`config.mk`:
```
export PLATFORM = sky130hd
export DESIGN_NAME = go_to_pose_p_controller
export DESIGN_NICKNAME = d
export VERILOG_FILES = /design/src/hw/rtl/gtp_pkg.sv /design/src/hw/rtl/go_to_pose_p_controller.sv /design/src/hw/rtl/gtp_mul.sv /design/src/hw/rtl/gtp_sqrt.sv /design/src/hw/rtl/gtp_cordic.sv
export SDC_FILE = /design/constraint.sdc
export NUM_CORES = 2
export LEC_CHECK = 0
export BUFFER_PORTS_ARGS = -buffer_cell sky130_fd_sc_hd__buf_2
export CORE_MARGIN = 5
export CORE_UTILIZATION = 41
export CTS_CLUSTER_SIZE = 10
export DETAILED_ROUTE_END_ITERATION = 6
export PLACE_DENSITY = 0.71
export SLEW_MARGIN = 25
export SYNTH_ARGS = -nofsm -noshare
export SYNTH_HDL_FRONTEND = slang
export SYNTH_SLANG_ARGS = --single-unit
```
`constraint.sdc`:
```
create_clock -name clock -period 7.7 [get_ports clock]
set_input_delay 0.385 -clock clock [delete_from_list [all_inputs] [get_ports clock]]
set_output_delay 0.385 -clock clock [all_outputs]
set_load 0.01 [all_outputs]
```
`src/hw/rtl/gtp_pkg.sv`:
```
// Shared types, constants and the arctangent table for the go-to-pose controller.
`timescale 1ns / 1ps
package gtp_pkg;

   localparam int CORDIC_STEPS_DEF = 16;

   // datapath widths
   localparam int POS_W   = 32;
   localparam int DIFF_W  = 33;
   localparam int NUM_W   = 2 * DIFF_W;
   localparam int ROOT_W  = DIFF_W;
   localparam int REM_W   = ROOT_W + 2;
   localparam int VEC_W   = 36;
   localparam int Z_W     = 28;
   localparam int ANG_W   = 18;
   localparam int ERR_W   = 19;
   localparam int GAIN_W  = 24;
   localparam int AVEL_W  = 27;

   // angle constants
   localparam logic signed [Z_W-1:0]   PI_Q24     = 28'sd52707179;
   localparam logic signed [ERR_W-1:0] PI_Q13     = 19'sd25736;
   localparam logic signed [ERR_W-1:0] TWO_PI_Q13 = 19'sd51472;

   // register indexes
   localparam logic [3:0] REG_GOAL_X     = 4'd0;
   localparam logic [3:0] REG_GOAL_Y     = 4'd1;
   localparam logic [3:0] REG_GOAL_THETA = 4'd2;
   localparam logic [3:0] REG_DIST_TOL   = 4'd3;
   localparam logic [3:0] REG_ANG_TOL    = 4'd4;
   localparam logic [3:0] REG_LIN_GAIN   = 4'd5;
   localparam logic [3:0] REG_ANG_GAIN   = 4'd6;
   localparam logic [3:0] REG_MAX_LIN    = 4'd7;

   typedef enum logic [2:0] {
      ST_DRIVING   = 3'd0,
      ST_TURNING   = 3'd1,
      ST_REACHED   = 3'd2,
      ST_CANCELLED = 3'd3,
      ST_IDLE      = 3'd4
   } status_type;

   // atan(2^-i) in rad * 2^24, rounded to nearest
   function automatic logic signed [Z_W-1:0] atan_q24(input logic [4:0] idx);
      logic signed [Z_W-1:0] v;
      unique case (idx)
         5'd0:  v = 28'sd13176795;
         5'd1:  v = 28'sd7778716;
         5'd2:  v = 28'sd4110060;
         5'd3:  v = 28'sd2086331;
         5'd4:  v = 28'sd1047214;
         5'd5:  v = 28'sd524117;
         5'd6:  v = 28'sd262123;
         5'd7:  v = 28'sd131069;
         5'd8:  v = 28'sd65536;
         5'd9:  v = 28'sd32768;
         5'd10: v = 28'sd16384;
         5'd11: v = 28'sd8192;
         5'd12: v = 28'sd4096;
         5'd13: v = 28'sd2048;
         5'd14: v = 28'sd1024;
         5'd15: v = 28'sd512;
         5'd16: v = 28'sd256;
         5'd17: v = 28'sd128;
         5'd18: v = 28'sd64;
         5'd19: v = 28'sd32;
         5'd20: v = 28'sd16;
         5'd21: v = 28'sd8;
         5'd22: v = 28'sd4;
         5'd23: v = 28'sd2;
         5'd24: v = 28'sd1;
         default: v = '0;
      endcase
      return v;
   endfunction

endpackage

```
`src/hw/rtl/go_to_pose_p_controller.sv`:
```
// From accepted pose to result valid: driving runs four serial multiplies and one serial
// root, turning in place runs three multiplies and the root, reached runs two multiplies
// and the root, and idle and cancelled words skip them all; CORDIC runs alongside the multiplies.
// Throughput: one word at a time; the next pose is taken the cycle after the result
// register loads, and a held result stalls the sequencer. Reset is synchronous, active
// high: registers return to their reset values and the goal is active.
`timescale 1ns / 1ps
module go_to_pose_p_controller #(
   parameter int CORDIC_STEPS = gtp_pkg::CORDIC_STEPS_DEF
) (
   input  logic         clock,
   input  logic         reset,
   input  logic         req_valid,
   output logic         req_ready,
   input  logic [31:0]  req_pos_x,
   input  logic [31:0]  req_pos_y,
   input  logic [15:0]  req_heading,
   input  logic         req_cancel,
   output logic         rsp_valid,
   input  logic         rsp_ready,
   output logic [23:0]  rsp_linear_velocity,
   output logic [26:0]  rsp_angular_velocity,
   output logic [32:0]  rsp_distance_to_goal,
   output logic [2:0]   rsp_status,
   input  logic         csr_valid,
   output logic         csr_ready,
   input  logic [3:0]   csr_index,
   input  logic [31:0]  csr_wdata
);
   localparam int DW = gtp_pkg::DIFF_W;
   localparam int EW = gtp_pkg::ERR_W;

   typedef enum logic [2:0] {
      S_IDLE, S_SQX, S_SQY, S_ROOT, S_DECIDE, S_LIN, S_ANG, S_FIN
   } state_type;

   state_type state_ff;

   // configuration registers
   logic [31:0] goal_x_ff, goal_y_ff;
   logic [15:0] goal_theta_ff;
   logic [30:0] dist_tol_ff;
   logic [14:0] ang_tol_ff;
   logic [23:0] lin_gain_ff, ang_gain_ff, max_lin_ff;
   logic        goal_done_ff;

   // working registers
   logic [DW-1:0]         ay_ff;
   logic signed [15:0]    hd_ff;
   logic [gtp_pkg::NUM_W-1:0] sq_ff;
   logic [DW-1:0]         dist_ff;
   logic [23:0]           lin_ff;
   logic [26:0]           ang_ff;
   logic                  neg_ff;
   logic                  set_done_ff;
   gtp_pkg::status_type   status_ff;

   // result register
   logic        rsp_valid_ff;
   logic [23:0] rsp_lin_ff;
   logic [26:0] rsp_ang_ff;
   logic [32:0] rsp_dist_ff;
   logic [2:0]  rsp_status_ff;

   // unit hookup
   logic                      mul_start, mul_done;
   logic [DW-1:0]             mul_a, mul_b;
   logic [gtp_pkg::NUM_W-1:0] mul_prod;
   logic                      sqrt_start, sqrt_done;
   logic [gtp_pkg::ROOT_W-1:0] sqrt_root;
   logic                      cor_start;
   logic signed [gtp_pkg::ANG_W-1:0] cor_bearing;

   logic signed [DW-1:0] dx_new, dy_new;
   logic [DW-1:0]        ax_new, ay_new;
   logic signed [EW-1:0] berr_raw, berr, ferr_raw, ferr;
   logic [EW-1:0]        berr_mag, ferr_mag;
   logic                 far;
   logic                 req_fire;
   logic                 out_free;
   logic                 goal_wr;
   logic [49:0]          lin_full;

   assign req_ready = (state_ff == S_IDLE);
   assign req_fire  = req_valid && req_ready;
   assign csr_ready = 1'b1;
   assign out_free  = !rsp_valid_ff || rsp_ready;

   // a goal register write re-arms the goal
   assign goal_wr = csr_valid && csr_ready &&
                    ((csr_index == gtp_pkg::REG_GOAL_X) ||
                     (csr_index == gtp_pkg::REG_GOAL_Y) ||
                     (csr_index == gtp_pkg::REG_GOAL_THETA));

   // goal vector and wrapped angle errors
   always_comb begin
      dx_new = {goal_x_ff[31], goal_x_ff} - {req_pos_x[31], req_pos_x};
      dy_new = {goal_y_ff[31], goal_y_ff} - {req_pos_y[31], req_pos_y};
      ax_new = dx_new[DW-1] ? DW'(-dx_new) : DW'(dx_new);
      ay_new = dy_new[DW-1] ? DW'(-dy_new) : DW'(dy_new);

      berr_raw = EW'(cor_bearing) - EW'(hd_ff);
      if (berr_raw > gtp_pkg::PI_Q13)       berr = berr_raw - gtp_pkg::TWO_PI_Q13;
      else if (berr_raw < -gtp_pkg::PI_Q13) berr = berr_raw + gtp_pkg::TWO_PI_Q13;
      else                                  berr = berr_raw;
      berr_mag = berr[EW-1] ? EW'(-berr) : EW'(berr);

      ferr_raw = EW'($signed(goal_theta_ff)) - EW'(hd_ff);
      if (ferr_raw > gtp_pkg::PI_Q13)       ferr = ferr_raw - gtp_pkg::TWO_PI_Q13;
      else if (ferr_raw < -gtp_pkg::PI_Q13) ferr = ferr_raw + gtp_pkg::TWO_PI_Q13;
      else                                  ferr = ferr_raw;
      ferr_mag = ferr[EW-1] ? EW'(-ferr) : EW'(ferr);

      far      = dist_ff > {2'b00, dist_tol_ff};
      lin_full = mul_prod[65:16];
   end

   // unit starts and operand selection
   always_comb begin
      mul_start  = 1'b0;
      mul_a      = '0;
      mul_b      = '0;
      sqrt_start = 1'b0;
      cor_start  = 1'b0;
      unique case (state_ff)
         S_IDLE: begin
            if (req_fire && !goal_done_ff && !req_cancel) begin
               mul_start = 1'b1;
               mul_a     = ax_new;
               mul_b     = ax_new;
               cor_start = 1'b1;
            end
         end
         S_SQX: begin
            if (mul_done) begin
               mul_start = 1'b1;
               mul_a     = ay_ff;
               mul_b     = ay_ff;
            end
         end
         S_SQY:  sqrt_start = mul_done;
         S_ROOT: ;
         S_DECIDE: begin
            if (far) begin
               mul_start = 1'b1;
               mul_a     = DW'(lin_gain_ff);
               mul_b     = dist_ff;
            end else if (ferr_mag > EW'(ang_tol_ff)) begin
               mul_start = 1'b1;
               mul_a     = DW'(ang_gain_ff);
               mul_b     = DW'(ferr_mag);
            end
         end
         S_LIN: begin
            if (mul_done) begin
               mul_start = 1'b1;
               mul_a     = DW'(ang_gain_ff);
               mul_b     = DW'(berr_mag);
            end
         end
         S_ANG: ;
         S_FIN: ;
         default: ;
      endcase
   end

   // sequencer, configuration and result register
   always_ff @(posedge clock) begin
      if (reset) begin
         state_ff      <= S_IDLE;
         goal_x_ff     <= '0;
         goal_y_ff     <= '0;
         goal_theta_ff <= '0;
         dist_tol_ff   <= 31'd6554;
         ang_tol_ff    <= 15'd819;
         lin_gain_ff   <= 24'd32768;
         ang_gain_ff   <= 24'd65536;
         max_lin_ff    <= 24'd32768;
         goal_done_ff  <= 1'b0;
         rsp_valid_ff  <= 1'b0;
         set_done_ff   <= 1'b0;
      end else begin
         // result valid: load from the sequencer, clear on acceptance
         if (state_ff == S_FIN && out_free) rsp_valid_ff <= 1'b1;
         else if (rsp_valid_ff && rsp_ready) rsp_valid_ff <= 1'b0;

         // goal done flag
         if (goal_wr) goal_done_ff <= 1'b0;
         else if (state_ff == S_FIN && out_free && set_done_ff) goal_done_ff <= 1'b1;

         if (csr_valid && csr_ready) begin
            priority case (csr_index)
               gtp_pkg::REG_GOAL_X:     goal_x_ff     <= csr_wdata;
               gtp_pkg::REG_GOAL_Y:     goal_y_ff     <= csr_wdata;
               gtp_pkg::REG_GOAL_THETA: goal_theta_ff <= csr_wdata[15:0];
               gtp_pkg::REG_DIST_TOL: dist_tol_ff <= csr_wdata[30:0];
               gtp_pkg::REG_ANG_TOL:  ang_tol_ff  <= csr_wdata[14:0];
               gtp_pkg::REG_LIN_GAIN: lin_gain_ff <= csr_wdata[23:0];
               gtp_pkg::REG_ANG_GAIN: ang_gain_ff <= csr_wdata[23:0];
               gtp_pkg::REG_MAX_LIN:  max_lin_ff  <= csr_wdata[23:0];
               default: ;
            endcase
         end

         unique case (state_ff)
            S_IDLE: begin
               if (req_fire) begin
                  ay_ff       <= ay_new;
                  hd_ff       <= $signed(req_heading);
                  lin_ff      <= '0;
                  ang_ff      <= '0;
                  dist_ff     <= '0;
                  set_done_ff <= 1'b0;
                  if (goal_done_ff) begin
                     status_ff <= gtp_pkg::ST_IDLE;
                     state_ff  <= S_FIN;
                  end else if (req_cancel) begin
                     status_ff   <= gtp_pkg::ST_CANCELLED;
                     set_done_ff <= 1'b1;
                     state_ff    <= S_FIN;
                  end else begin
                     state_ff <= S_SQX;
                  end
               end
            end
            S_SQX: begin
               if (mul_done) begin
                  sq_ff    <= mul_prod;
                  state_ff <= S_SQY;
               end
            end
            S_SQY: begin
               if (mul_done) state_ff <= S_ROOT;
            end
            S_ROOT: begin
               if (sqrt_done) begin
                  dist_ff  <= sqrt_root;
                  state_ff <= S_DECIDE;
               end
            end
            S_DECIDE: begin
               if (far) begin
                  status_ff <= gtp_pkg::ST_DRIVING;
                  state_ff  <= S_LIN;
               end else if (ferr_mag > EW'(ang_tol_ff)) begin
                  status_ff <= gtp_pkg::ST_TURNING;
                  neg_ff    <= ferr[EW-1];
                  state_ff  <= S_ANG;
               end else begin
                  status_ff   <= gtp_pkg::ST_REACHED;
                  set_done_ff <= 1'b1;
                  state_ff    <= S_FIN;
               end
            end
            S_LIN: begin
               if (mul_done) begin
                  lin_ff   <= (lin_full > {26'd0, max_lin_ff}) ? max_lin_ff
                                                              : mul_prod[39:16];
                  neg_ff   <= berr[EW-1];
                  state_ff <= S_ANG;
               end
            end
            S_ANG: begin
               if (mul_done) begin
                  ang_ff   <= neg_ff ? 27'(-mul_prod[39:13]) : mul_prod[39:13];
                  state_ff <= S_FIN;
               end
            end
            S_FIN: begin
               if (out_free) begin
                  rsp_lin_ff    <= lin_ff;
                  rsp_ang_ff    <= ang_ff;
                  rsp_dist_ff   <= dist_ff;
                  rsp_status_ff <= status_ff;
                  state_ff      <= S_IDLE;
               end
            end
            default: state_ff <= S_IDLE;
         endcase
      end
   end

   // sum of squares feeds the root unit
   gtp_mul u_mul (
      .clock (clock),
      .reset (reset),
      .start (mul_start),
      .a     (mul_a),
      .b     (mul_b),
      .prod  (mul_prod),
      .done  (mul_done)
   );

   gtp_sqrt u_sqrt (
      .clock (clock),
      .reset (reset),
      .start (sqrt_start),
      .num   (sq_ff + mul_prod),
      .root  (sqrt_root),
      .done  (sqrt_done)
   );

   // bearing settles well before the sequencer reaches the decision
   gtp_cordic #(.STEPS(CORDIC_STEPS)) u_cordic (
      .clock   (clock),
      .reset   (reset),
      .start   (cor_start),
      .dx      (dx_new),
      .dy      (dy_new),
      .bearing (cor_bearing)
   );

   assign rsp_valid            = rsp_valid_ff;
   assign rsp_linear_velocity  = rsp_lin_ff;
   assign rsp_angular_velocity = rsp_ang_ff;
   assign rsp_distance_to_goal = rsp_dist_ff;
   assign rsp_status           = rsp_status_ff;
endmodule

```
`src/hw/rtl/gtp_mul.sv`:
```
// Bit-serial shift-add multiplier, one multiplier bit per cycle.
`timescale 1ns / 1ps
module gtp_mul (
   input  logic                          clock,
   input  logic                          reset,
   input  logic                          start,
   input  logic [gtp_pkg::DIFF_W-1:0]    a,
   input  logic [gtp_pkg::DIFF_W-1:0]    b,
   output logic [gtp_pkg::NUM_W-1:0]     prod,
   output logic                          done
);
   localparam int W  = gtp_pkg::DIFF_W;
   localparam int CW = $clog2(W + 1);

   logic [2*W:0]   p_ff, p_in;
   logic [W-1:0]   a_ff;
   logic [CW-1:0]  cnt_ff;
   logic           busy_ff;
   logic           done_ff;
   logic [W:0]     hi_add;

   // conditional add of the multiplicand into the upper half
   always_comb begin
      hi_add = p_ff[0] ? (p_ff[2*W:W] + {1'b0, a_ff}) : p_ff[2*W:W];
      p_in   = {1'b0, hi_add, p_ff[W-1:1]};
   end

   always_ff @(posedge clock) begin
      if (reset) begin
         busy_ff <= 1'b0;
         done_ff <= 1'b0;
         cnt_ff  <= '0;
      end else begin
         done_ff <= 1'b0;
         if (start) begin
            busy_ff <= 1'b1;
            cnt_ff  <= '0;
         end else if (busy_ff) begin
            cnt_ff <= cnt_ff + 1'b1;
            if (cnt_ff == CW'(W - 1)) begin
               busy_ff <= 1'b0;
               done_ff <= 1'b1;
            end
         end
      end
   end

   // operand and product shift register
   always_ff @(posedge clock) begin
      if (start) begin
         a_ff <= a;
         p_ff <= {{(W + 1){1'b0}}, b};
      end else if (busy_ff) begin
         p_ff <= p_in;
      end
   end

   assign prod = p_ff[2*W-1:0];
   assign done = done_ff;
endmodule

```
`src/hw/rtl/gtp_sqrt.sv`:
```
// Digit-by-digit integer square root, one root bit per cycle.
`timescale 1ns / 1ps
module gtp_sqrt (
   input  logic                          clock,
   input  logic                          reset,
   input  logic                          start,
   input  logic [gtp_pkg::NUM_W-1:0]     num,
   output logic [gtp_pkg::ROOT_W-1:0]    root,
   output logic                          done
);
   localparam int NW = gtp_pkg::NUM_W;
   localparam int RW = gtp_pkg::ROOT_W;
   localparam int MW = gtp_pkg::REM_W;
   localparam int CW = $clog2(RW + 1);

   logic [NW-1:0]  num_ff;
   logic [MW-1:0]  rem_ff;
   logic [RW-1:0]  root_ff;
   logic [CW-1:0]  cnt_ff;
   logic           busy_ff;
   logic           done_ff;
   logic [MW-1:0]  rem_sh, trial;
   logic           fits;

   // bring in the next two radicand bits and try a one
   always_comb begin
      rem_sh = {rem_ff[MW-3:0], num_ff[NW-1:NW-2]};
      trial  = {root_ff, 2'b01};
      fits   = (rem_sh >= trial);
   end

   always_ff @(posedge clock) begin
      if (reset) begin
         busy_ff <= 1'b0;
         done_ff <= 1'b0;
         cnt_ff  <= '0;
      end else begin
         done_ff <= 1'b0;
         if (start) begin
            busy_ff <= 1'b1;
            cnt_ff  <= '0;
         end else if (busy_ff) begin
            cnt_ff <= cnt_ff + 1'b1;
            if (cnt_ff == CW'(RW - 1)) begin
               busy_ff <= 1'b0;
               done_ff <= 1'b1;
            end
         end
      end
   end

   always_ff @(posedge clock) begin
      if (start) begin
         num_ff  <= num;
         rem_ff  <= '0;
         root_ff <= '0;
      end else if (busy_ff) begin
         num_ff  <= {num_ff[NW-3:0], 2'b00};
         rem_ff  <= fits ? (rem_sh - trial) : rem_sh;
         root_ff <= {root_ff[RW-2:0], fits};
      end
   end

   assign root = root_ff;
   assign done = done_ff;
endmodule

```
`src/hw/rtl/gtp_cordic.sv`:
```
// Iterative CORDIC vectoring unit giving the bearing of (dx, dy) in Q3.13.
`timescale 1ns / 1ps
module gtp_cordic #(
   parameter int STEPS = gtp_pkg::CORDIC_STEPS_DEF
) (
   input  logic                                 clock,
   input  logic                                 reset,
   input  logic                                 start,
   input  logic signed [gtp_pkg::DIFF_W-1:0]    dx,
   input  logic signed [gtp_pkg::DIFF_W-1:0]    dy,
   output logic signed [gtp_pkg::ANG_W-1:0]     bearing
);
   localparam int VW = gtp_pkg::VEC_W;
   localparam int ZW = gtp_pkg::Z_W;
   localparam int CW = $clog2(STEPS + 1);

   logic signed [VW-1:0]  x_ff, y_ff, xs, ys;
   logic signed [ZW-1:0]  z_ff, z_rnd;
   logic signed [ZW-1:0]  at;
   logic [CW-1:0]         cnt_ff;
   logic [4:0]            sh;
   logic                  zero_ff;
   logic                  busy_ff;
   logic signed [VW-1:0]  dx_e, dy_e;

   always_comb begin
      dx_e  = VW'(dx);
      dy_e  = VW'(dy);
      sh    = 5'(cnt_ff);
      xs    = x_ff >>> sh;
      ys    = y_ff >>> sh;
      at    = gtp_pkg::atan_q24(sh);
      z_rnd = z_ff + ZW'(1024);
   end

   always_ff @(posedge clock) begin
      if (reset) begin
         busy_ff <= 1'b0;
         cnt_ff  <= '0;
      end else begin
         if (start) begin
            busy_ff <= 1'b1;
            cnt_ff  <= '0;
         end else if (busy_ff) begin
            cnt_ff <= cnt_ff + 1'b1;
            if (cnt_ff == CW'(STEPS - 1)) begin
               busy_ff <= 1'b0;
            end
         end
      end
   end

   // quadrant pre-rotation on start, then one micro-rotation per cycle
   always_ff @(posedge clock) begin
      if (start) begin
         zero_ff <= (dx == '0) && (dy == '0);
         if (dx < 0) begin
            x_ff <= -dx_e;
            y_ff <= -dy_e;
            z_ff <= (dy >= 0) ? gtp_pkg::PI_Q24 : -gtp_pkg::PI_Q24;
         end else begin
            x_ff <= dx_e;
            y_ff <= dy_e;
            z_ff <= '0;
         end
      end else if (busy_ff) begin
         if (y_ff >= 0) begin
            x_ff <= x_ff + ys;
            y_ff <= y_ff - xs;
            z_ff <= z_ff + at;
         end else begin
            x_ff <= x_ff - ys;
            y_ff <= y_ff + xs;
            z_ff <= z_ff - at;
         end
      end
   end

   assign bearing = zero_ff ? '0 : gtp_pkg::ANG_W'(z_rnd >>> 11);
endmodule

```
After elaboration in Yosys (flattened, before gate mapping)
Memories as Yosys holds them, arrays and structs flattened. A register that Yosys moved wholly into a read port is not among the register bits. Cells that the tools add are included.

Magnitude comparators: 11. $add $sub $neg: 28. Reduce and logical (&&, ||, !) cells: 52. Shift operators: 2. Bitwise gates (word level): 3. Mux-type cells: 99. Equality and inequality tests: 28.

Operator list (count): 2-to-1 mux 33 bit (9); 2-to-1 mux 36 bit (8); one-hot mux 33 bit (4 select lines) (2); 2-to-1 mux 19 bit (8); 2-to-1 mux 24 bit (6); 2-to-1 mux 28 bit (5); 2-to-1 mux 66 bit (2); 2-to-1 mux 27 bit (3); adder 36 bit (2); negation 33 -> 36 bit (2); >>> shifter 36 x 5 -> 36 bit (2); subtractor 36 bit (2); adder 66 bit (1); logical NOT 33 bit (2); negation 33 bit (2); one-hot mux 33 bit (2 select lines) (1); subtractor 32 x 32 -> 33 bit (2); one-hot mux 27 bit (2 select lines) (1); greater-than comparator 50 x 24 -> 1 bit (1); one-hot mux 24 bit (2 select lines) (1); negation 19 bit (2); >= comparator 36 x 1 -> 1 bit, second input constant (1); 2-to-1 mux 3 bit (12); >= comparator 35 bit (1); 57 further kinds (145).

Output and inout port bits: 90. Word-level logic and storage cells: 267. Register bits: 848. Bits in read-only memories: 768. Memories kept: 1. Bits of input ports: 122.

Memories: (no name shown) (words 32, bits a word 24, read ports 1, clocked after Yosys merged registers in 1, write ports 0, RTL line gtp_pkg.sv:46) `unique case (idx)`.

Longest topological paths before layout
Word-level depth: 11. Mapped depth: 33.

By module
A second synthesis with hierarchy kept.

Cell total of the unflattened synthesis: 7342. Area total of the unflattened synthesis: 65774.3 µm².

By module, submodules not included: go_to_pose_p_controller (area each 32512.4 µm², instances 1, cells an instance 3684); gtp_cordic (area each 19346.1 µm², instances 1, cells an instance 2314); gtp_sqrt (area each 7820.0 µm², instances 1, cells an instance 758); gtp_mul (area each 6095.8 µm², instances 1, cells an instance 586).

Worst setup path before layout
OpenSTA, ideal clock, no wires.

Path type: reg2reg. Start point: register state_ff[2]. End point: register sq_ff[0] (netlist name), enable pin. Library setup time: 0.653 ns. Data required time: 7.047 ns. Arrival: 7.074 ns. Setup slack: -0.027 ns. Cell stages (with the launch flop): 4. Path through: dfxtp_1 buf_1 clkbuf_1 nor4_1.

Word-level cells in the longest chain between the ends: 2.

Ends and longest elaborated chain: start: declaration (RTL line go_to_pose_p_controller.sv:37) `state_type state_ff;`; start signal: assignment (RTL line go_to_pose_p_controller.sv:170) `state_ff <= S_IDLE;`; start signal: assignment (RTL line go_to_pose_p_controller.sv:216) `state_ff <= S_FIN;`; start signal: assignment (RTL line go_to_pose_p_controller.sv:220) `state_ff <= S_FIN;`; == test 3 x 1 -> 1 bit (RTL line go_to_pose_p_controller.sv:205) `unique case (state_ff)`; AND reduction 3 bit (no line); end signal: assignment (RTL line go_to_pose_p_controller.sv:228) `sq_ff <= mul_prod;`; end: declaration (RTL line go_to_pose_p_controller.sv:50) `logic [gtp_pkg::NUM_W-1:0] sq_ff;`.

No other way between the ends. A chain may end at the register's enable or synchronous reset.

Final worst setup path
Start point: register hd_ff[0]. End point: register u_mul.p_ff[32], data pin.

Word-level cells in the longest chain between the ends: 11.

Ends and longest elaborated chain: start: declaration (RTL line go_to_pose_p_controller.sv:49) `logic signed [15:0] hd_ff;`; start signal: assignment (RTL line go_to_pose_p_controller.sv:209) `hd_ff <= $signed(req_heading);`; subtractor 16 x 16 -> 17 bit (*) (RTL line go_to_pose_p_controller.sv:108) `ferr_raw = EW'($signed(goal_theta_ff)) - EW'(hd_ff);`; adder 17 x 17 -> 18 bit or < comparator 17 x 16 -> 1 bit (tied branches) (RTL line go_to_pose_p_controller.sv:110) `else if (ferr_raw < -gtp_pkg::PI_Q13) ferr = ferr_raw + gtp_pkg::TWO_PI_Q13;`; 2-to-1 mux 19 bit (RTL line go_to_pose_p_controller.sv:110); 2-to-1 mux 19 bit (*) (RTL line go_to_pose_p_controller.sv:109) `if (ferr_raw > gtp_pkg::PI_Q13) ferr = ferr_raw - gtp_pkg::TWO_PI_Q13;`; negation 19 bit (RTL line go_to_pose_p_controller.sv:112) `ferr_mag = ferr[EW-1] ? EW'(-ferr) : EW'(ferr);`; 2-to-1 mux 19 bit (*) (RTL line go_to_pose_p_controller.sv:112); greater-than comparator 19 x 15 -> 1 bit (*) (RTL line go_to_pose_p_controller.sv:148) `end else if (ferr_mag > EW'(ang_tol_ff)) begin`; 2-to-1 mux 1 bit (*) (RTL line go_to_pose_p_controller.sv:148); 2-to-1 mux 1 bit (*) (RTL line go_to_pose_p_controller.sv:144) `if (far) begin`; one-hot mux 1 bit (3 select lines) (*) (RTL line go_to_pose_p_controller.sv:125) `unique case (state_ff)`; 2-to-1 mux 33 bit (*) (RTL line gtp_mul.sv:50) `if (start) begin`; end signal: assignment (RTL line gtp_mul.sv:52) `p_ff <= {{(W + 1){1'b0}}, b};`; end signal: assignment (RTL line gtp_mul.sv:54) `p_ff <= p_in;`; end: declaration (RTL line gtp_mul.sv:15) `logic [2*W:0] p_ff, p_in;`.

Every way passes the cells marked *; elsewhere a longest branch is shown, timed or not.

==> results.md <==
* Area contributors post-synth: edfxtp_1, dfxtp_1, ha_1, nand2_1, a21oi_1
* Area leader, netlist: edfxtp_1
* Layout Cells excl Fill at between 9,000 and 10,000
* DP HPWL at between 100 and 150 mm
* Final instance area at 0.0680 sq mm
* Synth warn at 0
* Placed cell area at between 0.06 and 0.07 sq mm
* CP Data Arrival Time at 7.76 ns
* Final WL at 197 mm
* DRT antenna net count at 0
* Clock transition at path regs at about 0.060 ns
* Fin util at between 40% and 50%
* Final min period at about 7.3 ns
* Drt wl/cell at between 20 and 25 um
* TritonCTS clock tree: built
* RSZ-0062 raised after global routing: false
* Status: finished, final reports clean
* Syn_nets at approximately 7,400
* Worst Max-Slew Pin Slew at 1.10 ns
* Starting Density at about two fifths
* Syn avg cell area at 8.99 sq um
* Initial antenna violation count at 18
* Slew margin rel. at between 20 and 30%
* Post-synth cell types at approximately 130
* DR vias at between 50,000 and 60,000
* CTS H-tree lvls at 3
* Drt pass-1 iters at 6
* Port Buf Inserts at 210
* Final Slew Violations at 0
* Placed insts at about 9,000
* Share of cells above drive strength 1 at 9.26%
* Grt ovf at 0
* Area Overhead vs Synth at 10.3%
* Clock buffer count from CTS at between 100 and 150
* Number of flops mapped to enable cells by yosys at about 520
* 1st-iter DRT viols at 6,180
* Peak supply drop at roughly 0.34 mV
* CP max stage cell: fa_1
* Die Height at 398 um
* Synth Register Bits at just under 900
* Die ar. at ~0.16 sq mm
* Crit path kind: reg -> reg
* Core Region at 0.150 sq mm
* Cell area after synthesis at between 0.06 and 0.07 sq mm
* Largest net degree at the start of global routing at between 100 and 150
* Post-synth top area share at 25.5%
* DRC viols at 0
* Final Setup Violations at 0
* Worst Path Max Fanout at between 100 and 150
* Die Wd at around 400 um
* Delay of the slowest cell on the worst path at 0.41 ns
* Clock buffer depth at 3
* Maxcap violations at 0
* Top_reg_cell synth: edfxtp_1
* Worst setup SP type: flop
* Post-CTS setup buffer count at 0
* Pleak at 27.0 nW
* Final worst path period share at about 95%
* Row Count at 142
* Setup TNS at 0 ns
* Via/cell ratio at 5.91
* PwrDens at approximately 430 mW/mm^2
* Setup Skew at roughly 0.074 ns
* Nets at 7,506
* Ports at around 210
* Clock root buffer master: clkbuf_16
* Sequential share of the synthesized area at between 30% and 40%
* First-pass GRT wire length at 296 mm
* Fmax at 137 MHz
* Clock sinks at between 800 and 900
* Vias in the first global route at between 40,000 and 50,000
* CP required at 8.18 ns
* Hold Fails Final Rpt at 0
* Synth Instances at between 6,000 and 7,000
* Crit end category: flop
* Worst hold slack at between 0.05 and 0.06 ns
* GPL Wtd Cong at between 0.9 and 1
* Worst hold-check path type: in -> reg
* Async SR Flop Fraction at 0%
* Gr usage total at 23.9%
* Clk_lat worst skew at between 0.7 and 0.8 ns
-- cell usage after synthesis (40+ instances only) --
cell / n
dfxtp_1: 349
nor2b_1: 56
nor2_1: 603
mux4_2: 71
a31oi_1: 85
ha_1: 426
o21a_1: 81
and3_1: 80
or3_1: 40
mux2i_1: 155
inv_1: 334
nand3_1: 114
a21oi_1: 601
o21ai_0: 375
a21o_1: 180
xor2_1: 217
xnor2_1: 322
clkbuf_1: 243
nand4_1: 49
nand2b_1: 80
a211oi_1: 90
edfxtp_1: 523
nand2_1: 897
o31ai_1: 48
nor3_1: 106
-- area by class of cell --
class	count	area (sq um)
Fill cell	14300	81600
Clock inverter	14	220
Clock buffer	182	3120
Multi-Input combinational cell	5321	36200
Inverter	338	1270
Timing Repair Buffer	312	1920
Tap cell	2016	2520
Sequential cell	872	22700
Antenna cell	5	12.5
-- critical path: cells and delay by family, from the launching register on --
family                   cells  cell delay (ns)
adder cells (fa/ha/maj)      3             0.97
AO/OA/AOI/OAI               12             2.53
flip-flops                   1             0.39
XOR/XNOR                     3             0.83
buffers and inverters        2             0.48
AND/OR/NAND/NOR              6             1.62
-- layer usage --
| metal | share of wire [%] | GRT usage, % | vias up |
|---|---|---|---|
| li1 | - | - | 25000 |
| met1 | 43 | 33.8 | 25600 |
| met2 | 43 | 36.0 | 2559 |
| met3 | 10 | 4.41 | 429 |
| met4 | 4.5 | 9.46 | 4 |
| met5 | 0.014 | 0 | - |
-- report_power, final --
group          switching, mW  internal [mW]  total (mW)
logic                   9.83           6.99        16.8
clock network           2.09           2.75        4.84
registers               1.05           6.42        7.46
-- final timing paths --
path                                    start                        to  slack [ns]  cells past startpoint
worst max-delay path                 hd_ff[0]            u_mul.p_ff[32]        0.42                     26
worst min-delay path            csr_wdata[27]           dist_tol_ff[27]        0.06                      3
worst max register to register       hd_ff[0]            u_mul.p_ff[32]        0.42                     26
worst min register to register     ang_ff[26]  rsp_angular_velocity[26]        0.38                      0
-- cells in the final DEF, fill, tap and decap left out, types with 109 or more instances in the layout --
| cell type | instances |
|---|---|
| a21o_1 | 180 |
| a21oi_1 | 601 |
| buf_2 | 209 |
| clkbuf_16 | 109 |
| dfxtp_1 | 342 |
| edfxtp_1 | 523 |
| ha_1 | 426 |
| inv_1 | 332 |
| mux2i_1 | 155 |
| nand2_1 | 893 |
| nand3_1 | 113 |
| nor2_1 | 601 |
| o21ai_0 | 375 |
| xnor2_1 | 322 |
| xor2_1 | 217 |
-- repair_timing --
action,in CTS,in global routing
hold buffers,20,0
endpoints found under the setup margin,0,26
endpoints found under the hold margin,22,0
resized for setup,0,3
-- kinds of logic after synthesis --
| logic type | Yosys count | synth area share (%) |
|---|---|---|
| muxes | 271 | 6.46 |
| buffers and inverters | 669 | 4.64 |
| adders and majority gates | 435 | 8.94 |
| DFF | 872 | 36.8 |
| other | 1 | 0.00608 |
| AOI/OAI and AO/OA | 1840 | 18.9 |
| xor gates and xnor gates | 541 | 7.72 |
| and+or+nand+nor | 2233 | 16.5 |
-- per-stage QoR --
stage	setup WS, ns	power, mW
floorplan	0.238	19.9
global placement	0.596	23.5
detailed placement	0.528	23.9
CTS	0.498	28.8
global route	0.00136	31.1
finish	0.418	29.1
-- registers in the layout, indices dropped and copies added, names as in the netlist, 36 cells and up --
name           flops
u_cordic.y_ff     36
u_mul.p_ff        66
u_sqrt.num_ff     66
sq_ff             66
u_cordic.x_ff     36
No activity file was read; power rests on OpenSTA's default activity.
